### src/rtl/wcad_pkg.sv
package wcad_pkg;

  localparam int NODE_W   = 2;
  localparam int TEMP_W   = 12;
  localparam int ACCEL_W  = 15;
  localparam int SCORE_W  = 16;
  localparam int STATUS_W = 2;
  localparam int CONS_W   = 2;
  localparam int RISE_W   = 11;
  localparam int SPIKE_W  = 14;
  localparam int PADDR_W  = 5;
  localparam int PDATA_W  = 32;
  localparam int REGIDX_W = 3;

  localparam logic [REGIDX_W-1:0] REG_SCORE_ANOM  = 3'd0;
  localparam logic [REGIDX_W-1:0] REG_SCORE_NORM  = 3'd1;
  localparam logic [REGIDX_W-1:0] REG_CONSENSUS   = 3'd2;
  localparam logic [REGIDX_W-1:0] REG_TEMP_RISE   = 3'd3;
  localparam logic [REGIDX_W-1:0] REG_ACCEL_SPIKE = 3'd4;

  localparam logic [SCORE_W-1:0] RST_SCORE_ANOM  = 16'd60293;
  localparam logic [SCORE_W-1:0] RST_SCORE_NORM  = 16'd45875;
  localparam logic [CONS_W-1:0]  RST_CONSENSUS   = 2'd2;
  localparam logic [RISE_W-1:0]  RST_TEMP_RISE   = 11'd80;
  localparam logic [SPIKE_W-1:0] RST_ACCEL_SPIKE = 14'd1200;

  typedef enum logic [STATUS_W-1:0] {
    STATUS_WARMUP  = 2'd0,
    STATUS_NORMAL  = 2'd1,
    STATUS_ANOMALY = 2'd2
  } status_e;

  typedef enum logic [2:0] {
    ST_IDLE,
    ST_WRITE,
    ST_SCAN,
    ST_DRAIN,
    ST_DECIDE,
    ST_OUT
  } ctrl_state_e;

  typedef struct packed {
    logic [SCORE_W-1:0] score_anom;
    logic [SCORE_W-1:0] score_norm;
    logic [CONS_W-1:0]  consensus;
    logic [RISE_W-1:0]  temp_rise;
    logic [SPIKE_W-1:0] accel_spike;
  } cfg_t;

  typedef struct packed {
    logic win_v;
    logic sc_v;
    logic is_old;
    logic is_new;
  } scan_tag_t;

  typedef struct packed {
    logic anomaly;
    logic normal;
  } verdict_t;

endpackage

### src/rtl/wcad_ram.sv
module wcad_ram #(
  parameter int WIDTH = 8,
  parameter int DEPTH = 16
) (
  input  logic                     clk_i,
  input  logic                     we_i,
  input  logic [$clog2(DEPTH)-1:0] waddr_i,
  input  logic [WIDTH-1:0]         wdata_i,
  input  logic                     re_i,
  input  logic [$clog2(DEPTH)-1:0] raddr_i,
  output logic [WIDTH-1:0]         rdata_o
);

  logic [WIDTH-1:0] mem_q [DEPTH];
  logic [WIDTH-1:0] rdata_q;

  always_ff @(posedge clk_i) begin
    if (we_i) begin
      mem_q[waddr_i] <= wdata_i;
    end
    if (re_i) begin
      rdata_q <= mem_q[raddr_i];
    end
  end

  assign rdata_o = rdata_q;

endmodule

### src/rtl/wcad_scan.sv
module wcad_scan import wcad_pkg::*; #(
  parameter int HISTORY = 3
) (
  input  logic                      clk_i,
  input  logic                      rst_ni,
  input  logic                      clr_i,
  input  scan_tag_t                 tag_i,
  input  logic signed [TEMP_W-1:0]  temp_i,
  input  logic signed [ACCEL_W-1:0] accel_i,
  input  logic [SCORE_W-1:0]        score_i,
  input  cfg_t                      cfg_i,
  output verdict_t                  verdict_o
);

  localparam int HCW = $clog2(HISTORY + 1);
  localparam int CW  = (HCW > CONS_W) ? HCW : CONS_W;

  logic [HCW-1:0]            hi_q, lo_q;
  logic [ACCEL_W-1:0]        peak_q;
  logic signed [TEMP_W-1:0]  t_old_q, t_new_q;
  logic [ACCEL_W-1:0]        mag;
  logic signed [TEMP_W:0]    rise;
  logic signed [TEMP_W:0]    rise_lim;

  // |accel|; the most negative code maps to 2^(ACCEL_W-1), which still fits unsigned
  assign mag = accel_i[ACCEL_W-1] ? (~accel_i + 1'b1) : accel_i;

  always_ff @(posedge clk_i or negedge rst_ni) begin
    if (!rst_ni) begin
      hi_q   <= '0;
      lo_q   <= '0;
      peak_q <= '0;
    end else if (clr_i) begin
      hi_q   <= '0;
      lo_q   <= '0;
      peak_q <= '0;
    end else begin
      if (tag_i.sc_v && (score_i > cfg_i.score_anom)) begin
        hi_q <= hi_q + 1'b1;
      end
      if (tag_i.sc_v && (score_i < cfg_i.score_norm)) begin
        lo_q <= lo_q + 1'b1;
      end
      if (tag_i.win_v && (mag > peak_q)) begin
        peak_q <= mag;
      end
    end
  end

  always_ff @(posedge clk_i) begin
    if (tag_i.win_v && tag_i.is_old) begin
      t_old_q <= temp_i;
    end
    if (tag_i.win_v && tag_i.is_new) begin
      t_new_q <= temp_i;
    end
  end

  assign rise     = $signed({t_new_q[TEMP_W-1], t_new_q}) - $signed({t_old_q[TEMP_W-1], t_old_q});
  assign rise_lim = $signed({2'b00, cfg_i.temp_rise});

  assign verdict_o.anomaly = (CW'(hi_q) >= CW'(cfg_i.consensus))
                          || (rise > rise_lim)
                          || (peak_q > ACCEL_W'(cfg_i.accel_spike));
  assign verdict_o.normal  = (lo_q >= HCW'(HISTORY - 1));

endmodule

### src/rtl/window_consensus_anomaly_detector_core.sv
// Per-node k-of-n consensus anomaly detector with hysteresis. Each item carries a node
// number, temperature, acceleration and anomaly score and yields one result (status and
// held flag). For node 0, or a node number at or above NODES, the block goes from accept
// straight to the output state that loads the result; a warming-up node passes through
// the write state first. For a ready node, after the write of the new sample, the single
// read port of the sample memory is swept once over the node's window, the score memory
// being read in the same sweep, and one shared set of comparators folds in one entry per
// cycle, followed by the drain and decide states. The next item is accepted in the cycle
// after the result is loaded: no new item is taken before the last one is through. A result
// that has not been taken holds the block in its final state until the output register frees.
module window_consensus_anomaly_detector_core import wcad_pkg::*; #(
  parameter int WINDOW  = 12,
  parameter int HISTORY = 3,
  parameter int NODES   = 4
) (
  input  logic                      clk_i,
  input  logic                      rst_ni,
  input  logic                      in_valid_i,
  output logic                      in_ready_o,
  input  logic [NODE_W-1:0]         node_i,
  input  logic signed [TEMP_W-1:0]  temperature_i,
  input  logic signed [ACCEL_W-1:0] accel_i,
  input  logic [SCORE_W-1:0]        score_i,
  output logic                      out_valid_o,
  input  logic                      out_ready_i,
  output logic [STATUS_W-1:0]       status_o,
  output logic                      alert_o,
  input  logic                      psel,
  input  logic                      penable,
  input  logic                      pwrite,
  input  logic [PADDR_W-1:0]        paddr,
  input  logic [PDATA_W-1:0]        pwdata,
  output logic [PDATA_W-1:0]        prdata,
  output logic                      pready
);

  localparam int NW     = $clog2(NODES);
  localparam int WPW    = $clog2(WINDOW);
  localparam int SPW    = $clog2(HISTORY);
  localparam int TW     = $clog2(HISTORY + 1);
  localparam int WDEPTH = NODES * WINDOW;
  localparam int SDEPTH = NODES * HISTORY;
  localparam int WA     = $clog2(WDEPTH);
  localparam int SA     = $clog2(SDEPTH);
  localparam int SCAN_N = (WINDOW > HISTORY) ? WINDOW : HISTORY;
  localparam int IW     = $clog2(SCAN_N);
  localparam int WDW    = TEMP_W + ACCEL_W;

  // configuration
  cfg_t                 cfg_q;
  logic                 cfg_we;
  logic [REGIDX_W-1:0]  cfg_idx;

  assign pready  = 1'b1;
  assign cfg_we  = psel && penable && pwrite;
  assign cfg_idx = paddr[PADDR_W-1:2];

  always_ff @(posedge clk_i or negedge rst_ni) begin
    if (!rst_ni) begin
      cfg_q.score_anom  <= RST_SCORE_ANOM;
      cfg_q.score_norm  <= RST_SCORE_NORM;
      cfg_q.consensus   <= RST_CONSENSUS;
      cfg_q.temp_rise   <= RST_TEMP_RISE;
      cfg_q.accel_spike <= RST_ACCEL_SPIKE;
    end else if (cfg_we) begin
      case (cfg_idx)
        REG_SCORE_ANOM:  cfg_q.score_anom  <= pwdata[SCORE_W-1:0];
        REG_SCORE_NORM:  cfg_q.score_norm  <= pwdata[SCORE_W-1:0];
        REG_CONSENSUS:   cfg_q.consensus   <= pwdata[CONS_W-1:0];
        REG_TEMP_RISE:   cfg_q.temp_rise   <= pwdata[RISE_W-1:0];
        REG_ACCEL_SPIKE: cfg_q.accel_spike <= pwdata[SPIKE_W-1:0];
        default: ;
      endcase
    end
  end

  always_comb begin
    case (cfg_idx)
      REG_SCORE_ANOM:  prdata = PDATA_W'(cfg_q.score_anom);
      REG_SCORE_NORM:  prdata = PDATA_W'(cfg_q.score_norm);
      REG_CONSENSUS:   prdata = PDATA_W'(cfg_q.consensus);
      REG_TEMP_RISE:   prdata = PDATA_W'(cfg_q.temp_rise);
      REG_ACCEL_SPIKE: prdata = PDATA_W'(cfg_q.accel_spike);
      default:         prdata = '0;
    endcase
  end

  // control and per-node state
  ctrl_state_e state_q, state_d;

  logic [WPW-1:0] wp_q     [NODES];
  logic           filled_q [NODES];
  logic [SPW-1:0] sp_q     [NODES];
  logic [TW-1:0]  tally_q  [NODES];
  logic           held_q   [NODES];

  logic [NW-1:0]              node_q;
  logic signed [TEMP_W-1:0]   temp_q;
  logic signed [ACCEL_W-1:0]  accel_q;
  logic [SCORE_W-1:0]         score_q;
  logic [WA-1:0]              wb_q;
  logic [SA-1:0]              hb_q;
  logic [WPW-1:0]             oldest_q, newest_q;
  logic [IW-1:0]              idx_q;
  logic                       warm_q;
  scan_tag_t                  tag_q;
  logic                       out_valid_q;
  status_e                    out_status_q;
  logic                       out_flag_q;

  logic           in_acc, node_ok, slot_free;
  logic [WPW-1:0] wp_cur, wp_new;
  logic [SPW-1:0] sp_cur, sp_new;
  logic [TW-1:0]  tally_cur, tally_new;
  logic           wp_wrap, filled_new, ready_new;
  logic           win_rd, sc_rd;
  logic [WA-1:0]  win_waddr, win_raddr;
  logic [SA-1:0]  sc_waddr, sc_raddr;
  logic [WDW-1:0] win_rdata;
  logic [SCORE_W-1:0] sc_rdata;
  verdict_t       verdict;

  assign in_ready_o = (state_q == ST_IDLE);
  assign in_acc     = in_valid_i && in_ready_o;
  assign node_ok    = (node_i != '0) && (32'(node_i) < NODES);
  assign slot_free  = !out_valid_q || out_ready_i;

  assign wp_cur     = wp_q[node_q];
  assign wp_wrap    = (wp_cur == WPW'(WINDOW - 1));
  assign wp_new     = wp_wrap ? '0 : wp_cur + 1'b1;
  assign filled_new = filled_q[node_q] || wp_wrap;
  assign sp_cur     = sp_q[node_q];
  assign sp_new     = (sp_cur == SPW'(HISTORY - 1)) ? '0 : sp_cur + 1'b1;
  assign tally_cur  = tally_q[node_q];
  assign tally_new  = (tally_cur == TW'(HISTORY)) ? tally_cur : tally_cur + 1'b1;
  assign ready_new  = filled_new && (tally_new == TW'(HISTORY));

  always_comb begin
    state_d = state_q;
    case (state_q)
      ST_IDLE: begin
        if (in_acc) begin
          state_d = node_ok ? ST_WRITE : ST_OUT;
        end
      end
      ST_WRITE:  state_d = ready_new ? ST_SCAN : ST_OUT;
      ST_SCAN: begin
        if (idx_q == IW'(SCAN_N - 1)) begin
          state_d = ST_DRAIN;
        end
      end
      ST_DRAIN:  state_d = ST_DECIDE;
      ST_DECIDE: state_d = ST_OUT;
      ST_OUT: begin
        if (slot_free) begin
          state_d = ST_IDLE;
        end
      end
      default:   state_d = ST_IDLE;
    endcase
  end

  always_ff @(posedge clk_i or negedge rst_ni) begin
    if (!rst_ni) begin
      state_q <= ST_IDLE;
    end else begin
      state_q <= state_d;
    end
  end

  always_ff @(posedge clk_i or negedge rst_ni) begin
    if (!rst_ni) begin
      for (int n = 0; n < NODES; n++) begin
        wp_q[n]     <= '0;
        filled_q[n] <= 1'b0;
        sp_q[n]     <= '0;
        tally_q[n]  <= '0;
        held_q[n]   <= 1'b0;
      end
      idx_q       <= '0;
      warm_q      <= 1'b1;
      tag_q       <= '0;
      out_valid_q <= 1'b0;
    end else begin
      tag_q.win_v  <= win_rd;
      tag_q.sc_v   <= sc_rd;
      tag_q.is_old <= (idx_q == IW'(oldest_q));
      tag_q.is_new <= (idx_q == IW'(newest_q));
      case (state_q)
        ST_IDLE: begin
          if (in_acc) begin
            warm_q <= !node_ok;
          end
        end
        ST_WRITE: begin
          wp_q[node_q]     <= wp_new;
          filled_q[node_q] <= filled_new;
          sp_q[node_q]     <= sp_new;
          tally_q[node_q]  <= tally_new;
          warm_q           <= !ready_new;
          idx_q            <= '0;
        end
        ST_SCAN: begin
          idx_q <= idx_q + 1'b1;
        end
        ST_DECIDE: begin
          if (verdict.anomaly) begin
            held_q[node_q] <= 1'b1;
          end else if (verdict.normal) begin
            held_q[node_q] <= 1'b0;
          end
        end
        default: ;
      endcase
      if (state_q == ST_OUT && slot_free) begin
        out_valid_q <= 1'b1;
      end else if (out_ready_i) begin
        out_valid_q <= 1'b0;
      end
    end
  end

  always_ff @(posedge clk_i) begin
    if (in_acc) begin
      node_q  <= NW'(node_i);
      temp_q  <= temperature_i;
      accel_q <= accel_i;
      score_q <= score_i;
      wb_q    <= WA'(32'(node_i) * WINDOW);
      hb_q    <= SA'(32'(node_i) * HISTORY);
    end
    if (state_q == ST_WRITE) begin
      oldest_q <= wp_new;
      newest_q <= (wp_new == '0) ? WPW'(WINDOW - 1) : wp_new - 1'b1;
    end
    if (state_q == ST_OUT && slot_free) begin
      if (warm_q) begin
        out_status_q <= STATUS_WARMUP;
        out_flag_q   <= 1'b0;
      end else begin
        out_status_q <= held_q[node_q] ? STATUS_ANOMALY : STATUS_NORMAL;
        out_flag_q   <= held_q[node_q];
      end
    end
  end

  assign out_valid_o = out_valid_q;
  assign status_o    = out_status_q;
  assign alert_o     = out_flag_q;

  // memories
  assign win_rd    = (state_q == ST_SCAN) && (32'(idx_q) < WINDOW);
  assign sc_rd     = (state_q == ST_SCAN) && (32'(idx_q) < HISTORY);
  assign win_waddr = wb_q + WA'(wp_cur);
  assign win_raddr = wb_q + WA'(idx_q);
  assign sc_waddr  = hb_q + SA'(sp_cur);
  assign sc_raddr  = hb_q + SA'(idx_q);

  wcad_ram #(
    .WIDTH (WDW),
    .DEPTH (WDEPTH)
  ) u_win_ram (
    .clk_i   (clk_i),
    .we_i    (state_q == ST_WRITE),
    .waddr_i (win_waddr),
    .wdata_i ({temp_q, accel_q}),
    .re_i    (win_rd),
    .raddr_i (win_raddr),
    .rdata_o (win_rdata)
  );

  wcad_ram #(
    .WIDTH (SCORE_W),
    .DEPTH (SDEPTH)
  ) u_score_ram (
    .clk_i   (clk_i),
    .we_i    (state_q == ST_WRITE),
    .waddr_i (sc_waddr),
    .wdata_i (score_q),
    .re_i    (sc_rd),
    .raddr_i (sc_raddr),
    .rdata_o (sc_rdata)
  );

  wcad_scan #(
    .HISTORY (HISTORY)
  ) u_scan (
    .clk_i     (clk_i),
    .rst_ni    (rst_ni),
    .clr_i     (state_q == ST_WRITE),
    .tag_i     (tag_q),
    .temp_i    (win_rdata[WDW-1:ACCEL_W]),
    .accel_i   (win_rdata[ACCEL_W-1:0]),
    .score_i   (sc_rdata),
    .cfg_i     (cfg_q),
    .verdict_o (verdict)
  );

`ifndef NO_ASSERTIONS
  a_scan_only_ready: assert property (@(posedge clk_i) disable iff (!rst_ni)
    (state_q == ST_SCAN) |-> (filled_q[node_q] && (tally_q[node_q] == TW'(HISTORY))))
    else $error("scan on a node that is not ready");

  a_scan_idx_range: assert property (@(posedge clk_i) disable iff (!rst_ni)
    (state_q == ST_SCAN) |-> (32'(idx_q) < SCAN_N))
    else $error("scan index out of range");

  a_no_stray_read: assert property (@(posedge clk_i) disable iff (!rst_ni)
    in_ready_o |-> (!tag_q.win_v && !tag_q.sc_v))
    else $error("read data tagged valid while idle");

  a_warmup_flag: assert property (@(posedge clk_i) disable iff (!rst_ni)
    (out_valid_o && (status_o == STATUS_WARMUP)) |-> !alert_o)
    else $error("flag set on a warmup result");
`endif

endmodule

### config.mk
export PLATFORM = sky130hd
export DESIGN_NAME = window_consensus_anomaly_detector_core
export DESIGN_NICKNAME = d
export VERILOG_FILES = /design/src/rtl/wcad_pkg.sv /design/src/rtl/wcad_ram.sv /design/src/rtl/wcad_scan.sv /design/src/rtl/window_consensus_anomaly_detector_core.sv
export SDC_FILE = /design/constraint.sdc
export NUM_CORES = 2
export LEC_CHECK = 0
export BUFFER_PORTS_ARGS = -buffer_cell sky130_fd_sc_hd__buf_2
export CAP_MARGIN = 20
export CORE_AREA = 3 3 403 505
export DETAILED_ROUTE_END_ITERATION = 6
export DIE_AREA = 0 0 406 508
export GPL_ROUTABILITY_DRIVEN = 0
export GPL_TIMING_DRIVEN = 0
export MAX_ROUTING_LAYER = met4
export SLEW_MARGIN = 40
export SYNTH_ARGS = -nofsm -noshare
export SYNTH_HDL_FRONTEND = slang
export SYNTH_SLANG_ARGS = --single-unit
### constraint.sdc
create_clock -name clk_i -period 4.7 [get_ports clk_i]
set_input_delay 0.47 -clock clk_i [delete_from_list [all_inputs] [get_ports clk_i]]
set_output_delay 0.47 -clock clk_i [all_outputs]
set_load 0.01 [all_outputs]
=== After elaboration in Yosys (flattened, before gate mapping) ===
Memories as Yosys holds them, arrays and structs flattened. A register that Yosys moved wholly into a read port is not among the register bits.
Index checks and enable logic that the tools add are counted.

* Register bits after elaboration: 219
* RAM bits: 1488
* Input bits: 89
* Output and inout port bits: 38
* Word-level logic and storage cells: 191
* Memories kept: 2

{| class="wikitable"
|+ Memories
! name !! depth !! bits a word !! rd ports !! clocked after Yosys merged registers in !! wr ports !! RTL line !! RTL
|-
| u_win_ram.mem_q || 48 || 27 || 1 || 1 || 1 || wcad_ram.sv:14 || <nowiki>logic [WIDTH-1:0] mem_q [DEPTH];</nowiki>
|-
| u_score_ram.mem_q || 12 || 16 || 1 || 1 || 1 || wcad_ram.sv:14 ||
|}

* Add/subtract/negate cells: 13
* $mul: 2
* $lt $le $gt $ge: 11
* Equal/unequal tests: 19
* Multiplexer cells: 52
* Bitwise gates (word level): 5
* Reductions and logical operators: 39

{| class="wikitable"
|+ Operators with widths
! kind !! count
|-
| 16-bit case mux with 5 select lines || 1
|-
| 15-bit 2-to-1 mux || 3
|-
| 2-bit 2-to-1 mux || 12
|-
| 4-bit 2-to-1 mux || 6
|-
| 3-bit case mux with 6 select lines || 1
|-
| 16-bit bitwise mux || 1
|-
| 8-bit bitwise mux || 2
|-
| 16-bit > comparator || 1
|-
| 16-bit < comparator || 1
|-
| 2-bit nonzero test || 8
|-
| 15-bit by 1-bit adder with 15-bit output (second input constant) || 1
|-
| 15-bit by 14-bit > comparator with 1-bit output || 1
|-
| 15-bit > comparator || 1
|-
| 3-bit 2-to-1 mux || 5
|-
| 15-bit inverter || 1
|-
| 2-bit AND reduction || 7
|-
| 13-bit by 12-bit > comparator with 1-bit output || 1
|-
| 1-bit logical AND || 13
|-
| 12-bit by 12-bit subtractor with 13-bit output || 1
|-
| 6-bit by 4-bit adder with 6-bit output || 2
|-
| 3-bit by 2-bit == test with 1-bit output (second input constant) || 4
|-
| 1-bit 2-to-1 mux || 10
|-
| 3-bit == test (second input constant) || 3
|-
| 2-bit by 1-bit adder with 2-bit output (second input constant) || 4
|-
| other kinds (35) || 51
|}

=== Longest topological paths before layout ===
* Word-level depth: 10
* Depth in mapped cells: 17
* Gate-level depth less buffers: 17

=== By module ===
Synthesis repeated with hierarchy kept, for this count alone.

* Cell total of the unflattened synthesis: 3885
* Area total of the unflattened synthesis: 70898.0 um2

{| class="wikitable"
|+ By module, submodules not included
! module !! times used !! cells an instance !! area each (um2) !! sequential area each (um2)
|-
| wcad_ram at u_win_ram || 1 || 2470 || 51045.2 || 39728.1
|-
| window_consensus_anomaly_detector_core || 1 || 596 || 7836.3 || 4576.9
|-
| wcad_ram at u_score_ram || 1 || 342 || 7770.0 || 6246.0
|-
| wcad_scan || 1 || 477 || 4246.6 || 1196.1
|}

=== Worst setup path before layout ===
Ideal clock, no wire load.

* Kind: reg2reg
* Start point: register node_q[0]
* End point: memory u_score_ram.mem_q[8][0] in the netlist's numbering, enable pin
* Library setup time: 430 ps
* Arrival: 3776 ps
* Data required time: 4270 ps
* Slack: 494 ps
* Cell stages (with the launch flop): 8
* Buffers on the path: 1
* Period minus slack after synthesis: 4206 ps
* Path through: edfxtp_1 -> buf_2 -> mux4_2 -> ha_1 -> fa_1 -> nor3b_1 -> a31oi_1 -> nor4_1

* Longest elaborated chain between the ends: 5

{| class="wikitable"
|+ RTL lines
! what !! RTL line !! RTL
|-
| from (decl) || window_consensus_anomaly_detector_core.sv:97 || <nowiki>logic [NW-1:0] node_q;</nowiki>
|-
| from (signal assigned) || window_consensus_anomaly_detector_core.sv:225 || <nowiki>node_q <= NW'(node_i);</nowiki>
|-
| 2-bit inverter with 3-bit output (implied by the code) || window_consensus_anomaly_detector_core.sv:132 || <nowiki>assign sp_cur = sp_q[node_q];</nowiki>
|-
| 2-bit binary-select mux with 2-bit select || window_consensus_anomaly_detector_core.sv:132 ||
|-
| 2-bit 2-to-1 mux (implied by the code) (2 in series) || window_consensus_anomaly_detector_core.sv:132 ||
|-
| 4-bit by 2-bit adder with 4-bit output || window_consensus_anomaly_detector_core.sv:256 || <nowiki>assign sc_waddr = hb_q + SA'(sp_cur);</nowiki>
|-
| to (decl) || wcad_ram.sv:14 ||
|}

No other way between the ends. The select of a mux whose other input is x is not followed.

=== Final worst setup path ===
* Start point: register node_q[0]
* End point: memory u_win_ram.mem_q[37][7] in the netlist's numbering, enable pin

* Longest elaborated chain between the ends: 5

{| class="wikitable"
|+ RTL lines
! what !! RTL line !! RTL
|-
| 2-bit inverter with 3-bit output (implied by the code) || window_consensus_anomaly_detector_core.sv:128 || <nowiki>assign wp_cur = wp_q[node_q];</nowiki>
|-
| 4-bit binary-select mux with 2-bit select || window_consensus_anomaly_detector_core.sv:128 ||
|-
| 4-bit 2-to-1 mux (implied by the code) (2 in series) || window_consensus_anomaly_detector_core.sv:128 ||
|-
| 6-bit by 4-bit adder with 6-bit output || window_consensus_anomaly_detector_core.sv:254 || <nowiki>assign win_waddr = wb_q + WA'(wp_cur);</nowiki>
|-
| to (decl) || wcad_ram.sv:14 ||
|}

No other way between the ends. The select of a mux whose other input is x is not followed.

==> impl_metrics.py <==
metrics = {
    "outcome": {
        "outcome": "complete, no violations",
    },
    "cells_and_area": {
        "layout-drive-gt1-share_pct": 30.34,
        "fin_util_pct": 42.00,
        "design_area_sq_um": 83560,
        "areaGrowthSynthToFinish_pct": 20.16,
        "final_nets": 4126,
    },
    "global_route": {
        "track_usage_pct": 17.04,
        "overflow": 0,
        "grt_pass1_wl_um": 249100,
        "antenna_found_initial": 8,
        "first_global_vias": 36054,
        "grt_max_degree": 66,
    },
    "placed_design": {
        "placed_cell_area_sq_um": 77020,
        "dpl.hpwl_um": 120500,
        "dp_slack_ps": -360.1,
        "io_buffers": 90,
    },
    "sta": {
        "hold_viol": 0,
        "clock-skew-final_ps": 51.75,
        "worst_pin_slew_ps": 886.6,
        "fin_crit_sh_pct": 96.50,
        "grt_setup_unrepaired": "no",
        "period_needed_ps": 4535,
        "holdWs_ps": 56.27,
        "fmax_mhz": 220.5,
        "setup_viol": 0,
        "worst_slack_ps": 164.7,
        "final_max_slew_viol_count": 0,
        "slew_headroom_pct": 40.89,
    },
    "drt": {
        "routed_via_density": 5.215,
        "wl_met3_um": 9661,
        "routed.top_layer": "met4",
        "drtPass1Iterations": 5,
        "vias": 34811,
        "wire_per_inst_um": 25.48,
        "drt-total-wl_um": 170100,
        "drt_iter0_markers": 3291,
        "met1_length_um": 66570,
        "ant_nets": 0,
        "routed-wl-met2_um": 90260,
        "drc": 0,
    },
    "clock_network": {
        "clk_pin_slew_ps": 60,
        "cts_tree": "done",
        "cts_max_level": 4,
        "cts_root_buffer": "clkbuf_16",
        "cts_buffers": 180,
        "clockBufferDepth": 3,
        "clk_latency_ps": 830,
        "cts_sinks": 1744,
    },
    "floorplan": {
        "num_rows": 183,
        "die_h_um": 508,
        "dieArea_sq_um": 206200,
        "die_x_um": 406,
        "core_sq_um": 199000,
        "ios": 127,
        "initial_core_util_pct": 34.95,
    },
    "pwr": {
        "ir_drop_mv": 0.4075,
        "pwr-share-seq_pct": 48.0,
        "p_switching_w": 0.01106,
        "power_density_nw_per_um2": 482.5,
        "switching_share_pct": 27.43,
        "intPower_w": 0.02926,
        "power.share.clock_pct": 34.5,
        "leakage_nw": 27.30,
        "combPwrFrac_pct": 17.5,
    },
    "synthesis": {
        "async_flop_share_pct": 7.511,
        "synth_area_sq_um": 69540,
        "ys_seq_area_share_pct": 74.41,
        "yosysWarnings": 0,
        "synth_area_leader_cell": "edfxtp_1",
        "synth_edf_count": 1613,
        "avgSynthCellArea_sq_um": 20.51,
        "synth_common_cells": "edfxtp_1 (1613), mux4_2 (463), nor2_1 (164)",
        "synth.distinct_cells": 65,
        "synthFlopType": "edfxtp_1",
        "ys_seq_elements": 1744,
        "synth_area_leaders": "edfxtp_1 (70%), mux4_2 (15%), dfrtp_1 (3.8%), ha_1 (1.8%), dfstp_2 (0.98%)",
        "synth_most_common_cell": "edfxtp_1",
        "synth_top_area_share_pct": 69.65,
        "syn_inst": 3391,
    },
    "worst_setup_path": {
        "worstPathCellList": "buf_2, mux4_2, ha_1, fa_1, xnor2_2, nor2b_1, nand2_2, nor2_4, buf_16, buf_16",
        "slowest_delay_ps": 660,
        "critPathKind": "reg -> reg",
        "reg2reg_depth": 10,
        "regToRegSetupSlack_ps": 160,
        "cp_common_cell": "buf_16",
        "cpMaxStageDelayCell": "mux4_2",
        "critPathMaxFanout": 10,
        "cp.required_ps": 5190,
        "cp.arrival_ps": 5030,
        "start_kind": "register",
        "end_kind": "register",
        "path_delay_family": "simple AND/OR/NAND/NOR gates",
        "critPathBufInv": 3,
        "crit_cells": 10,
    },
    "worst_hold_path": {
        "hold_path.class": "in -> async",
    },
    "flow_run": {
        "cap_violations": 0,
    },
}
-- power groups by stage --
stage | Sequential (W) | Combinational [W] | Clock (W)
after floorplan | 0.0196 | 0.00379 | 0
after global placement | 0.0201 | 0.00570 | 0
after detailed placement | 0.0197 | 0.00704 | 0
after CTS | 0.0193 | 0.00712 | 0.0142
after global routing | 0.0195 | 0.00759 | 0.0148
final | 0.0193 | 0.00706 | 0.0139
-- kinds of logic after synthesis --
group | Yosys count | synth area share (%)
flip-flops | 1744 | 74.41
multiplexers | 562 | 16.49
AND/OR/NAND/NOR | 380 | 2.447
AO/OA/AOI/OAI | 278 | 2.433
buffers and inverters | 278 | 1.729
adder cells (fa/ha/maj) | 107 | 1.979
XOR/XNOR | 40 | 0.5038
other | 2 | 0.01080
-- registers in the layout, indices dropped and copies added (netlist names), 12 cells and up, named ones only --
signal / count
wp_q: 16
u_scan.t_new_q: 12
u_win_ram.rdata_o: 27
u_scan.peak_q: 15
score_q: 16
cfg_q: 59
accel_q: 15
temp_q: 12
u_score_ram.mem_q: 192
u_win_ram.mem_q: 1296
u_score_ram.rdata_o: 16
u_scan.t_old_q: 12
-- area by class of cell --
cell class	instances	area [sq um]
Antenna cell	5	12.51
Fill cell	17152	115400
Multi-Input combinational cell	1384	17190
Inverter	107	401.6
Clock buffer	243	4852
Tap cell	2590	3241
Buffer	171	840.8
Sequential cell	1744	51750
Clock inverter	89	955.9
Timing Repair Buffer	342	4320
-- cells in the final DEF, fill, tap and decap left out, drive strengths merged, types with 5 or more instances in the layout --
cell type    netlist  routed
edfxtp          1613    1613
mux4             463     463
buf               87     364
clkbuf            84     329
nor2             164     164
inv              106     113
dfrtp            105     105
ha               102     102
nand2             92      92
a21oi             90      90
o21ai             86      86
clkinv             1      69
dlygate4sd3        0      63
mux2i             62      62
mux2              37      37
nand3             36      36
dfstp             26      26
xnor2             24      24
o31ai             21      21
a21o              18      18
conb               2      17
nor3              17      17
xor2              16      16
nor2b             15      15
nand2b            11      11
o21a              10      10
nand4              9       9
bufinv             0       9
nor4               8       8
and3               6       6
a211oi             6       6
o211ai             6       6
diode              0       5
fa                 5       5
a31oi              5       5
clkinvlp           0       5
-- layer usage --
metal	up-vias	track usage, %
li1	14971	-
met1	18526	20.76
met2	1089	29.43
met3	225	2.860
met4	0	4.472
met5	-	-
-- stage by stage --
stage / TNS (ps) / std cells / total power [W]
5_1_grt: 0 / 6675 / 0.04188
4_1_cts: 0 / 6665 / 0.04066
2_1_floorplan: 0 / 3406 / 0.02344
6_report: 0 / 6675 / 0.04032
3_5_place_dp: -33750 / 6268 / 0.02670
3_3_place_gp: -1965370 / 6086 / 0.02578
-- repair_timing --
action,4_1_cts,5_1_grt
resized for setup,4,1
hold buffers,63,0
hold endpoints to repair,171,0
pin swaps,2,2
endpoints found under the setup margin,267,106
buffers inserted,2,5
-- final timing paths --
path | from | end
setup / recovery | node_q[0] | u_win_ram.mem_q[37][7]
hold / removal | rst_ni | tally_q[5]
setup reg to reg | node_q[0] | u_win_ram.mem_q[37][7]
hold reg to reg | u_win_ram.rdata_o[19] | u_scan.t_old_q[4]
max in group asynchronous | rst_ni | cfg_q[50]
min in group clk_i | paddr[4] | cfg_q[26]
No activity file was read; power rests on OpenSTA's default activity.
